$ cat src/hw/rtl/lsbx_pkg.sv
// Shared types, register codes and result codes for the LSB payload extractor.
// No dependencies; every other file in hw/rtl imports this package.
package lsbx_pkg;

    localparam int MAGIC_IDX_W = 4;

    typedef enum logic [1:0] {
        REG_HEADER_SKIP  = 2'd0,
        REG_MAGIC_LENGTH = 2'd1,
        REG_MAGIC_LOW    = 2'd2,
        REG_MAGIC_HIGH   = 2'd3
    } reg_index_t;

    typedef enum logic [2:0] {
        PH_SKIP  = 3'd0,
        PH_MLEN  = 3'd1,
        PH_MAGIC = 3'd2,
        PH_ELEN  = 3'd3,
        PH_EXT   = 3'd4,
        PH_PLEN  = 3'd5,
        PH_DATA  = 3'd6,
        PH_IDLE  = 3'd7
    } phase_t;

    typedef enum logic [2:0] {
        EV_NONE,
        EV_EXT_BYTE,
        EV_DATA_BYTE,
        EV_DATA_LAST,
        EV_EMPTY_PAYLOAD,
        EV_MISMATCH,
        EV_MAGIC_LONG,
        EV_EXT_LONG
    } event_t;

    localparam logic [1:0] KIND_EXTENSION = 2'd0;
    localparam logic [1:0] KIND_PAYLOAD   = 2'd1;
    localparam logic [1:0] KIND_STATUS    = 2'd2;
    localparam logic [1:0] KIND_UNUSED    = 2'd3;

    localparam logic [1:0] STATUS_OK         = 2'd0;
    localparam logic [1:0] STATUS_MISMATCH   = 2'd1;
    localparam logic [1:0] STATUS_MAGIC_LONG = 2'd2;
    localparam logic [1:0] STATUS_EXT_LONG   = 2'd3;

    localparam logic [15:0] HEADER_SKIP_RESET = 16'd54;

    typedef struct packed {
        logic [15:0] header_skip;
        logic [3:0]  magic_length;
        logic [63:0] magic_low;
        logic [15:0] magic_high;
    } cfg_t;

    typedef struct packed {
        logic [7:0] out_byte;
        logic [1:0] kind;
        logic [1:0] status;
        logic       last;
    } result_t;

    function automatic logic [7:0] expected_byte(input cfg_t cfg,
                                                 input logic [MAGIC_IDX_W-1:0] idx);
        logic [7:0] b;
        if (idx < 4'd8) begin
            b = cfg.magic_low[{idx[2:0], 3'b000} +: 8];
        end else if (idx < 4'd10) begin
            b = cfg.magic_high[{idx[0], 3'b000} +: 8];
        end else begin
            b = 8'd0;
        end
        return b;
    endfunction

endpackage

$ cat src/hw/rtl/lsbx_cfg_regs.sv
// Configuration register file of the LSB payload extractor.
// Depends on lsbx_pkg for cfg_t and the register index codes.
module lsbx_cfg_regs (
    input  logic          aclk,
    input  logic          aresetn,
    input  logic          cfg_wr_en,
    input  logic [1:0]    cfg_wr_addr,
    input  logic [63:0]   cfg_wr_data,
    output lsbx_pkg::cfg_t cfg
);
    import lsbx_pkg::*;

    cfg_t cfg_reg;
    cfg_t cfg_next;

    always_comb begin
        cfg_next = cfg_reg;
        if (cfg_wr_en) begin
            unique case (reg_index_t'(cfg_wr_addr))
                REG_HEADER_SKIP:  cfg_next.header_skip  = cfg_wr_data[15:0];
                REG_MAGIC_LENGTH: cfg_next.magic_length = cfg_wr_data[3:0];
                REG_MAGIC_LOW:    cfg_next.magic_low    = cfg_wr_data;
                REG_MAGIC_HIGH:   cfg_next.magic_high   = cfg_wr_data[15:0];
                default:          cfg_next = cfg_reg;
            endcase
        end
    end

    always_ff @(posedge aclk) begin
        if (!aresetn) begin
            cfg_reg.header_skip  <= HEADER_SKIP_RESET;
            cfg_reg.magic_length <= '0;
            cfg_reg.magic_low    <= '0;
            cfg_reg.magic_high   <= '0;
        end else begin
            cfg_reg <= cfg_next;
        end
    end

    assign cfg = cfg_reg;

endmodule

$ cat src/hw/rtl/lsbx_parser.sv
// Parse state machine: header skip, length and byte collection, magic check.
// Depends on lsbx_pkg for the phase and event codes and the result struct.
module lsbx_parser #(
    parameter int MAX_MAGIC     = 10,
    parameter int MAX_EXTENSION = 9,
    parameter int LENGTH_BITS   = 32
) (
    input  logic             aclk,
    input  logic             aresetn,
    input  lsbx_pkg::cfg_t   cfg,
    input  logic             accept,
    input  logic [7:0]       pixel_byte,
    input  logic             restart,
    output logic             res_valid,
    output lsbx_pkg::result_t res
);
    import lsbx_pkg::*;

    localparam int LEN_W = LENGTH_BITS;
    localparam int BIT_W = $clog2(LENGTH_BITS);

    phase_t                 phase_reg, phase_next;
    logic [15:0]            skip_reg, skip_next;
    logic [BIT_W-1:0]       bit_idx_reg, bit_idx_next;
    logic [LEN_W-1:0]       len_acc_reg, len_acc_next;
    logic [7:0]             byte_acc_reg, byte_acc_next;
    logic [LEN_W-1:0]       remain_reg, remain_next;
    logic [MAGIC_IDX_W-1:0] magic_idx_reg, magic_idx_next;
    logic                   match_reg, match_next;
    event_t                 ev;
    logic [7:0]             ev_byte;

    always_comb begin
        logic             go;
        logic             bit_in;
        logic [LEN_W-1:0] len_bit;
        logic             len_done;
        logic [7:0]       byte_val;
        logic             byte_done;

        phase_next     = phase_reg;
        skip_next      = skip_reg;
        bit_idx_next   = bit_idx_reg;
        len_acc_next   = len_acc_reg;
        byte_acc_next  = byte_acc_reg;
        remain_next    = remain_reg;
        magic_idx_next = magic_idx_reg;
        match_next     = match_reg;
        ev             = EV_NONE;
        ev_byte        = 8'd0;
        go             = 1'b1;
        bit_in         = pixel_byte[0];

        if (restart) begin
            phase_next     = PH_SKIP;
            skip_next      = '0;
            bit_idx_next   = '0;
            len_acc_next   = '0;
            byte_acc_next  = '0;
            remain_next    = '0;
            magic_idx_next = '0;
            match_next     = 1'b1;
        end

        if (phase_next == PH_SKIP) begin
            if (skip_next < cfg.header_skip) begin
                skip_next = skip_next + 16'd1;
                go = 1'b0;
            end else begin
                phase_next   = PH_MLEN;
                bit_idx_next = '0;
                len_acc_next = '0;
            end
        end

        len_bit   = len_acc_next | (LEN_W'(bit_in) << bit_idx_next);
        len_done  = (bit_idx_next == BIT_W'(LENGTH_BITS - 1));
        byte_val  = byte_acc_next | (8'(bit_in) << bit_idx_next[2:0]);
        byte_done = (bit_idx_next >= BIT_W'(7));

        if (go) begin
            unique case (phase_next)
                PH_MLEN: begin
                    len_acc_next = len_bit;
                    if (!len_done) begin
                        bit_idx_next = bit_idx_next + BIT_W'(1);
                    end else begin
                        bit_idx_next = '0;
                        if (len_bit > LEN_W'(MAX_MAGIC)) begin
                            phase_next = PH_IDLE;
                            ev = EV_MAGIC_LONG;
                        end else begin
                            remain_next    = len_bit;
                            magic_idx_next = '0;
                            match_next     = 1'b1;
                            byte_acc_next  = '0;
                            if (len_bit == '0) begin
                                if (LEN_W'(cfg.magic_length) == len_bit) begin
                                    phase_next   = PH_ELEN;
                                    len_acc_next = '0;
                                end else begin
                                    phase_next = PH_IDLE;
                                    ev = EV_MISMATCH;
                                end
                            end else begin
                                phase_next = PH_MAGIC;
                            end
                        end
                    end
                end
                PH_MAGIC: begin
                    byte_acc_next = byte_val;
                    if (!byte_done) begin
                        bit_idx_next = bit_idx_next + BIT_W'(1);
                    end else begin
                        bit_idx_next = '0;
                        if (byte_val != expected_byte(cfg, magic_idx_next)) begin
                            match_next = 1'b0;
                        end
                        magic_idx_next = magic_idx_next + MAGIC_IDX_W'(1);
                        byte_acc_next  = '0;
                        remain_next    = remain_next - LEN_W'(1);
                        if (remain_next == '0) begin
                            if (match_next && LEN_W'(cfg.magic_length) == len_acc_next) begin
                                phase_next   = PH_ELEN;
                                len_acc_next = '0;
                            end else begin
                                phase_next = PH_IDLE;
                                ev = EV_MISMATCH;
                            end
                        end
                    end
                end
                PH_ELEN: begin
                    len_acc_next = len_bit;
                    if (!len_done) begin
                        bit_idx_next = bit_idx_next + BIT_W'(1);
                    end else begin
                        bit_idx_next = '0;
                        if (len_bit > LEN_W'(MAX_EXTENSION)) begin
                            phase_next = PH_IDLE;
                            ev = EV_EXT_LONG;
                        end else begin
                            remain_next   = len_bit;
                            byte_acc_next = '0;
                            if (len_bit == '0) begin
                                phase_next   = PH_PLEN;
                                len_acc_next = '0;
                            end else begin
                                phase_next = PH_EXT;
                            end
                        end
                    end
                end
                PH_EXT: begin
                    byte_acc_next = byte_val;
                    if (!byte_done) begin
                        bit_idx_next = bit_idx_next + BIT_W'(1);
                    end else begin
                        bit_idx_next  = '0;
                        ev            = EV_EXT_BYTE;
                        ev_byte       = byte_val;
                        byte_acc_next = '0;
                        remain_next   = remain_next - LEN_W'(1);
                        if (remain_next == '0) begin
                            phase_next   = PH_PLEN;
                            len_acc_next = '0;
                        end
                    end
                end
                PH_PLEN: begin
                    len_acc_next = len_bit;
                    if (!len_done) begin
                        bit_idx_next = bit_idx_next + BIT_W'(1);
                    end else begin
                        bit_idx_next  = '0;
                        remain_next   = len_bit;
                        byte_acc_next = '0;
                        if (len_bit == '0) begin
                            phase_next = PH_IDLE;
                            ev = EV_EMPTY_PAYLOAD;
                        end else begin
                            phase_next = PH_DATA;
                        end
                    end
                end
                PH_DATA: begin
                    byte_acc_next = byte_val;
                    if (!byte_done) begin
                        bit_idx_next = bit_idx_next + BIT_W'(1);
                    end else begin
                        bit_idx_next  = '0;
                        ev_byte       = byte_val;
                        byte_acc_next = '0;
                        remain_next   = remain_next - LEN_W'(1);
                        if (remain_next == '0) begin
                            phase_next = PH_IDLE;
                            ev = EV_DATA_LAST;
                        end else begin
                            ev = EV_DATA_BYTE;
                        end
                    end
                end
                PH_SKIP, PH_IDLE: begin
                    phase_next = phase_next;
                end
                default: begin
                    phase_next = PH_IDLE;
                end
            endcase
        end
    end

    always_comb begin
        res_valid = 1'b1;
        res       = '{out_byte: 8'd0, kind: KIND_STATUS, status: STATUS_OK, last: 1'b1};
        unique case (ev)
            EV_NONE:          res_valid = 1'b0;
            EV_EXT_BYTE:      res = '{ev_byte, KIND_EXTENSION, STATUS_OK, 1'b0};
            EV_DATA_BYTE:     res = '{ev_byte, KIND_PAYLOAD, STATUS_OK, 1'b0};
            EV_DATA_LAST:     res = '{ev_byte, KIND_PAYLOAD, STATUS_OK, 1'b1};
            EV_EMPTY_PAYLOAD: res.status = STATUS_OK;
            EV_MISMATCH:      res.status = STATUS_MISMATCH;
            EV_MAGIC_LONG:    res.status = STATUS_MAGIC_LONG;
            EV_EXT_LONG:      res.status = STATUS_EXT_LONG;
            default:          res_valid = 1'b0;
        endcase
        res_valid = res_valid & accept;
    end

    always_ff @(posedge aclk) begin
        if (!aresetn) begin
            phase_reg     <= PH_SKIP;
            skip_reg      <= '0;
            bit_idx_reg   <= '0;
            len_acc_reg   <= '0;
            byte_acc_reg  <= '0;
            remain_reg    <= '0;
            magic_idx_reg <= '0;
            match_reg     <= 1'b1;
        end else if (accept) begin
            phase_reg     <= phase_next;
            skip_reg      <= skip_next;
            bit_idx_reg   <= bit_idx_next;
            len_acc_reg   <= len_acc_next;
            byte_acc_reg  <= byte_acc_next;
            remain_reg    <= remain_next;
            magic_idx_reg <= magic_idx_next;
            match_reg     <= match_next;
        end
    end

endmodule

$ cat src/hw/rtl/lsbx_out_queue.sv
// Two-entry result buffer that decouples the parser from output stalls.
// Depends on lsbx_pkg for result_t.
module lsbx_out_queue (
    input  logic              aclk,
    input  logic              aresetn,
    input  logic              push,
    input  lsbx_pkg::result_t push_data,
    output logic              space,
    output logic              m_valid,
    input  logic              m_ready,
    output lsbx_pkg::result_t head
);
    import lsbx_pkg::*;

    result_t    ent0_reg, ent0_next;
    result_t    ent1_reg, ent1_next;
    logic [1:0] count_reg, count_next;
    logic       pop;

    assign m_valid = (count_reg != 2'd0);
    assign space   = (count_reg != 2'd2);
    assign head    = ent0_reg;
    assign pop     = m_valid && m_ready;

    always_comb begin
        ent0_next  = ent0_reg;
        ent1_next  = ent1_reg;
        count_next = count_reg + 2'(push) - 2'(pop);
        if (push && !pop) begin
            if (count_reg == 2'd0) begin
                ent0_next = push_data;
            end else begin
                ent1_next = push_data;
            end
        end else if (pop && !push) begin
            ent0_next = ent1_reg;
        end else if (pop && push) begin
            if (count_reg == 2'd1) begin
                ent0_next = push_data;
            end else begin
                ent0_next = ent1_reg;
                ent1_next = push_data;
            end
        end
    end

    always_ff @(posedge aclk) begin
        if (!aresetn) begin
            count_reg <= 2'd0;
        end else begin
            count_reg <= count_next;
        end
    end

    always_ff @(posedge aclk) begin
        ent0_reg <= ent0_next;
        ent1_reg <= ent1_next;
    end

endmodule

$ cat src/hw/rtl/lsb_stego_payload_extractor_unit.sv
// Top level of the LSB payload extractor: config registers, parser, result buffer.
// Depends on lsbx_pkg, lsbx_cfg_regs, lsbx_parser and lsbx_out_queue.
//
// One image byte is taken per request every clock cycle while s_ready is high;
// each byte updates the parse state, and any result it causes is registered into
// the two-entry result buffer, whose head drives the m_ side. That buffer keeps
// s_ready high while one result waits, so the input stalls only when two wait.
module lsb_stego_payload_extractor_unit #(
    parameter int MAX_MAGIC     = 10,
    parameter int MAX_EXTENSION = 9,
    parameter int LENGTH_BITS   = 32
) (
    input  logic        aclk,
    input  logic        aresetn,
    input  logic        cfg_wr_en,
    input  logic [1:0]  cfg_wr_addr,
    input  logic [63:0] cfg_wr_data,
    input  logic        s_valid,
    output logic        s_ready,
    input  logic [7:0]  s_pixel_byte,
    input  logic        s_restart,
    output logic        m_valid,
    input  logic        m_ready,
    output logic [7:0]  m_out_byte,
    output logic [1:0]  m_kind,
    output logic [1:0]  m_status,
    output logic        m_last
);
    import lsbx_pkg::*;

    cfg_t    cfg;
    result_t res;
    result_t head;
    logic    res_valid;
    logic    accept;

    assign accept = s_valid && s_ready;

    lsbx_cfg_regs u_cfg (
        .aclk        (aclk),
        .aresetn     (aresetn),
        .cfg_wr_en   (cfg_wr_en),
        .cfg_wr_addr (cfg_wr_addr),
        .cfg_wr_data (cfg_wr_data),
        .cfg         (cfg)
    );

    lsbx_parser #(
        .MAX_MAGIC     (MAX_MAGIC),
        .MAX_EXTENSION (MAX_EXTENSION),
        .LENGTH_BITS   (LENGTH_BITS)
    ) u_parser (
        .aclk       (aclk),
        .aresetn    (aresetn),
        .cfg        (cfg),
        .accept     (accept),
        .pixel_byte (s_pixel_byte),
        .restart    (s_restart),
        .res_valid  (res_valid),
        .res        (res)
    );

    lsbx_out_queue u_queue (
        .aclk      (aclk),
        .aresetn   (aresetn),
        .push      (res_valid),
        .push_data (res),
        .space     (s_ready),
        .m_valid   (m_valid),
        .m_ready   (m_ready),
        .head      (head)
    );

    assign m_out_byte = head.out_byte;
    assign m_kind     = head.kind;
    assign m_status   = head.status;
    assign m_last     = head.last;

endmodule

$ cat config.mk
export PLATFORM = sky130hd
export DESIGN_NAME = lsb_stego_payload_extractor_unit
export DESIGN_NICKNAME = d
export VERILOG_FILES = /design/src/hw/rtl/lsbx_pkg.sv /design/src/hw/rtl/lsbx_cfg_regs.sv /design/src/hw/rtl/lsbx_parser.sv /design/src/hw/rtl/lsbx_out_queue.sv /design/src/hw/rtl/lsb_stego_payload_extractor_unit.sv
export SDC_FILE = /design/constraint.sdc
export NUM_CORES = 1
export LEC_CHECK = 0
export ABC_AREA = 1
export BUFFER_PORTS_ARGS = -buffer_cell sky130_fd_sc_hd__buf_4
export CAP_MARGIN = 20
export CORE_MARGIN = 2
export CORE_UTILIZATION = 55
export CTS_CLUSTER_SIZE = 16
export DETAILED_ROUTE_END_ITERATION = 10
export PLACE_DENSITY = 0.73
export SLEW_MARGIN = 20
export SYNTH_ARGS = -nofsm -noshare
export SYNTH_HDL_FRONTEND = slang
export SYNTH_SLANG_ARGS = --single-unit
$ cat constraint.sdc
create_clock -name aclk -period 16 [get_ports aclk]
set_input_delay 0.8 -clock aclk [delete_from_list [all_inputs] [get_ports aclk]]
set_output_delay 0.8 -clock aclk [all_outputs]
set_load 0.01 [all_outputs]
==> results by stage <==
Synth:
- The post-synthesis xor/xnor area fraction is about 1.4%.
- The complex-gate fraction of the synthesized area is slightly below 20%.
- Among all flip-flop cells after synthesis, the most frequent one is sky130_fd_sc_hd__dfxtp_1.
- By area, the combinational part of the netlist is dominated by simple AND/OR/NAND/NOR gates.
- For this run, the number of Yosys warnings is 0.
- Ranked by total cell area, the synthesized netlist is headed by sky130_fd_sc_hd__dfxtp_1 26%, sky130_fd_sc_hd__nand2_1 13%, sky130_fd_sc_hd__nor2_1 8.1%.
- For this run, asynchronously set or reset flops after synthesis account for 0%.
- The cell area that synthesis handed to floorplanning was around 0.016 mm2.
- The cell type with the highest aggregate area in the netlist is sky130_fd_sc_hd__dfxtp_1.
- Dividing the synthesized area by the synthesized cell count gives 6.306 um2.
- The simple-gate share of the synthesized area is between 30% and 40%.
- The synthesized design contains approximately 230 register bits.
- The synthesized netlist devotes 1.774% of its cell area to adder and majority cells.
- The number of instances in the synthesized netlist is 2461.
- The multiplexer area fraction after synthesis is 0%.
- The cell with the most instances after synthesis is sky130_fd_sc_hd__nand2_1.
- In the synthesized netlist, the cells that appear most often are 542 x sky130_fd_sc_hd__nand2_1, 333 x sky130_fd_sc_hd__nor2_1, 243 x sky130_fd_sc_hd__nand3_1.
- The sequential element share of the synthesized area is between 30% and 40%.
- The number of nets in the synthesized netlist is about 2600.
- The number of distinct library cell variants in the gate-level netlist after synthesis is between 40 and 50.
- The number of synthesized flops with an enable pin is 26.
- Of the post-synthesis cell area, the dominant cell type holds 26.19%.

CTS:
- TritonCTS created 27 clock buffers.
- The number of hold buffers added after CTS was 0.
- CTS built an H-tree with a depth of 1.
- The TritonCTS clock tree is built.
- The clock tree root driver cell is sky130_fd_sc_hd__clkbuf_16.
- The number of gates resized after CTS was 0.
- For this design, the sink count on the clock tree is between 200 and 250.
- The clock latency of the later-clocked register in the worst-skew pair is about 0.57 ns.
- The clock passes through at most 3 buffers.
- The clock-pin slew on the worst setup and hold paths is 0.06 ns.
- The number of post-CTS setup repair buffers is 0.

Worst setup path:
- Data on the critical path is required at its endpoint by ~16 ns.
- Along the worst path, the maximum fanout reaches 76.
- Broken down by cell family, the worst path's largest delay share belongs to simple AND/OR/NAND/NOR gates.
- The critical path launch point type is a primary input.
- The most repeated library cell on the critical path is sky130_fd_sc_hd__nand2_1.
- The slowest stage cell on the critical path is sky130_fd_sc_hd__buf_4.
- The class of the most critical setup path is primary input to register.
- The worst endpoint data arrival time is about 6.7 ns.
- The signal on the critical path passes through buf_4 -> inv_4 -> buf_4 -> nand2_2 -> inv_1 -> nor2_1 -> inv_1 -> nor2_4 -> nand2_4 -> nand2_1 -> inv_1 -> ha_1 -> nand2_1 -> nand2_1 -> nand2_1 -> nor3_2 -> nand3_2 -> nor2_1 -> a21oi_1 -> nand3_1 -> nor2_1 -> nand2_1 -> nand2_2 -> a211oi_4.
- STA classifies the critical path endpoint as a register.
- The number of buffers and inverters on the critical path is 6.
- In this design, the stage delay of the slowest critical-path cell is 0.66 ns.

Die:
- The initial cell density of the core is 55.86%.
- The x dimension of the die is ~170 um.
- The area enclosed by the die boundary is 0.02958 mm2.
- The placeable core region is approximately 0.028 mm2.
- The initialized floorplan defines 61 standard-cell rows.
- The top-level I/O count is 95.
- The die is approximately 170 um tall.

GRT:
- The first global-routing pass estimated roughly 80000 um of wire.
- The via count of the first global-routing pass is ~15000.
- Global routing consumed, over all layers together, roughly 33% of the routing resources.
- The global route total overflow is 0.
- The largest net degree at the start of global routing is roughly 110.
- The initial antenna violation count came to 0.

Drt:
- The first routing iteration left roughly 1900 violations.
- The detailed-router iteration count before antenna repair is 6.
- The detail route stage leaves a number of antenna-violating nets equal to 0.
- The number of vias after detailed routing is ~17000.
- The residual DRC count is 0.
- The detail-routed net length per standard cell is roughly 18 um.
- The via density per instance is about 6.
- The final layout contains routed wiring with a total length of between 50000 and 60000 um.

Placed design:
- Once detailed placement completed, the half-perimeter wirelength came to 32930 um.
- The weighted congestion at the end of routability-driven global placement is around 0.95.
- During placement, the flow inserted port buffers numbering 87.

Run status:
- The run finished with clean final reports.

Timing:
- Setup repair after global routing left no endpoint under its margin.
- The final setup skew is between 0.015 and 0.02 ns.
- Setup violations remaining at the end of the flow were counted as 0.
- The number of max-slew violations in the final report was 0.
- The smallest hold slack is between 0.4 and 0.5 ns.
- Derived from the worst setup path, the maximum achievable clock frequency is approximately 0.15 GHz.
- Counting I/O delays and the setup requirement, the final critical path takes roughly 6.5 ns.
- The transition at the pin with the smallest max-transition slack is around 1.2 ns.
- The final critical path takes up about two fifths of the cycle.
- The number of failing hold endpoints at the final stage is 0.
- In the final timing run, aggregate negative setup slack is 0 ns.
- The remaining max-slew budget at the tightest pin is a little under a quarter.

Final layout:
- The post-route core utilization is between 60% and 70%.
- The register with the most flip-flops in the layout has 100 of them.
- The final layout net count is approximately 2500.
- The growth of design area from synthesis to finish is 10.17%.
- The number of inserted diodes is 0.
- The post-route netlist has 10.09% of its cells at a drive strength greater than 1.

Power:
- In this run the static leakage power is roughly 0.0073 uW.
- Across the VDD grid, the largest voltage drop is 0.0001029 V.
- In this run the power density over the cells is around 82 mW/mm2.

Job:
- Max-cap violations in this run came to 0.

Min path:
- The type of the worst min-delay path is register to register.
## power by group
group / internal [uW] / switching (uW)
Clock: 394 / 269
Sequential: 597 / 7.27
Combinational: 39.4 / 93.0
## worst register-to-register path, stage by stage, from the launching register on
cell and delay, ns:
sky130_fd_sc_hd__dfxtp_1 0.33, sky130_fd_sc_hd__inv_1 0.05, sky130_fd_sc_hd__nor2_1 0.19, sky130_fd_sc_hd__ha_1 0.29, sky130_fd_sc_hd__a21oi_1 0.13, sky130_fd_sc_hd__o21ai_0 0.10, sky130_fd_sc_hd__a21oi_1 0.32, sky130_fd_sc_hd__nand2_2 0.14
sky130_fd_sc_hd__nand2_4 0.65, sky130_fd_sc_hd__nand2_1 0.30, sky130_fd_sc_hd__inv_1 0.12, sky130_fd_sc_hd__ha_1 0.16, sky130_fd_sc_hd__nand2_1 0.12, sky130_fd_sc_hd__nand2_1 0.17, sky130_fd_sc_hd__nand2_1 0.14, sky130_fd_sc_hd__nor3_2 0.20
sky130_fd_sc_hd__nand3_2 0.59, sky130_fd_sc_hd__nor2_1 0.27, sky130_fd_sc_hd__a21oi_1 0.09, sky130_fd_sc_hd__nand3_1 0.14, sky130_fd_sc_hd__nor2_1 0.07, sky130_fd_sc_hd__nand2_1 0.09, sky130_fd_sc_hd__nand2_2 0.12, sky130_fd_sc_hd__a211oi_4 0.60
## through the flow
stage	instance area [um2]	instances	power (uW)	setup slack (ns)
after floorplan	15520	2461	698.2	9.959
after global placement	16130	2796	743.8	8.961
after detailed placement	16130	2796	745.7	8.756
after CTS	17080	2846	1403	9.351
after global routing	17100	2846	1441	9.103
final	17100	2846	1399	9.508
## cell usage in the layout, fill, tap and decap left out, drive strengths merged, types with 36 or more instances in the layout
cell	n
inv	225
o21ai	195
clkbuf	36
nand3	253
nand4	54
buf	107
o22ai	37
nor2	353
o221ai	36
dfxtp	203
a21oi	203
nand2	574
## layout make-up
type	count	area (um2)
fill	2706	10690
multi-input combinational	1853	9158
sequential	229	4845
inverter	229	863.3
timing repair buffer	107	803.3
clock buffer	36	780.7
tap	378	473.0
clock inverter	14	173.9
## worst paths after layout
| check | startpoint | end | slack, ns | cells past startpoint |
|---|---|---|---|---|
| worst max register to register | u_parser.skip_reg[11] | u_queue.ent1_reg[5] | 10.23 | 23 |
| worst max-delay path | s_restart | u_queue.ent1_reg[5] | 9.51 | 24 |
| worst min-delay path | u_cfg.cfg[13] | u_cfg.cfg[13] | 0.45 | 2 |
| worst min register to register | u_cfg.cfg[13] | u_cfg.cfg[13] | 0.45 | 2 |
## layer usage
metal	part of all wire (%)	GRT usage, %	up-vias	wire length (um)
li1	-	-	8242	-
met1	41	44.13	7805	20820
met2	45	54.65	863	22610
met3	9.1	4.669	170	4573
met4	4.7	14.76	0	2353
met5	0	0	-	0
## cells by family after synthesis
| group | after synthesis |
|---|---|
| buf+inv | 379 |
| simple gates | 1271 |
| flops | 229 |
| fa+ha+maj | 22 |
| xor+xnor | 25 |
| compound gates | 535 |
No activity file was read; power rests on OpenSTA's default activity.
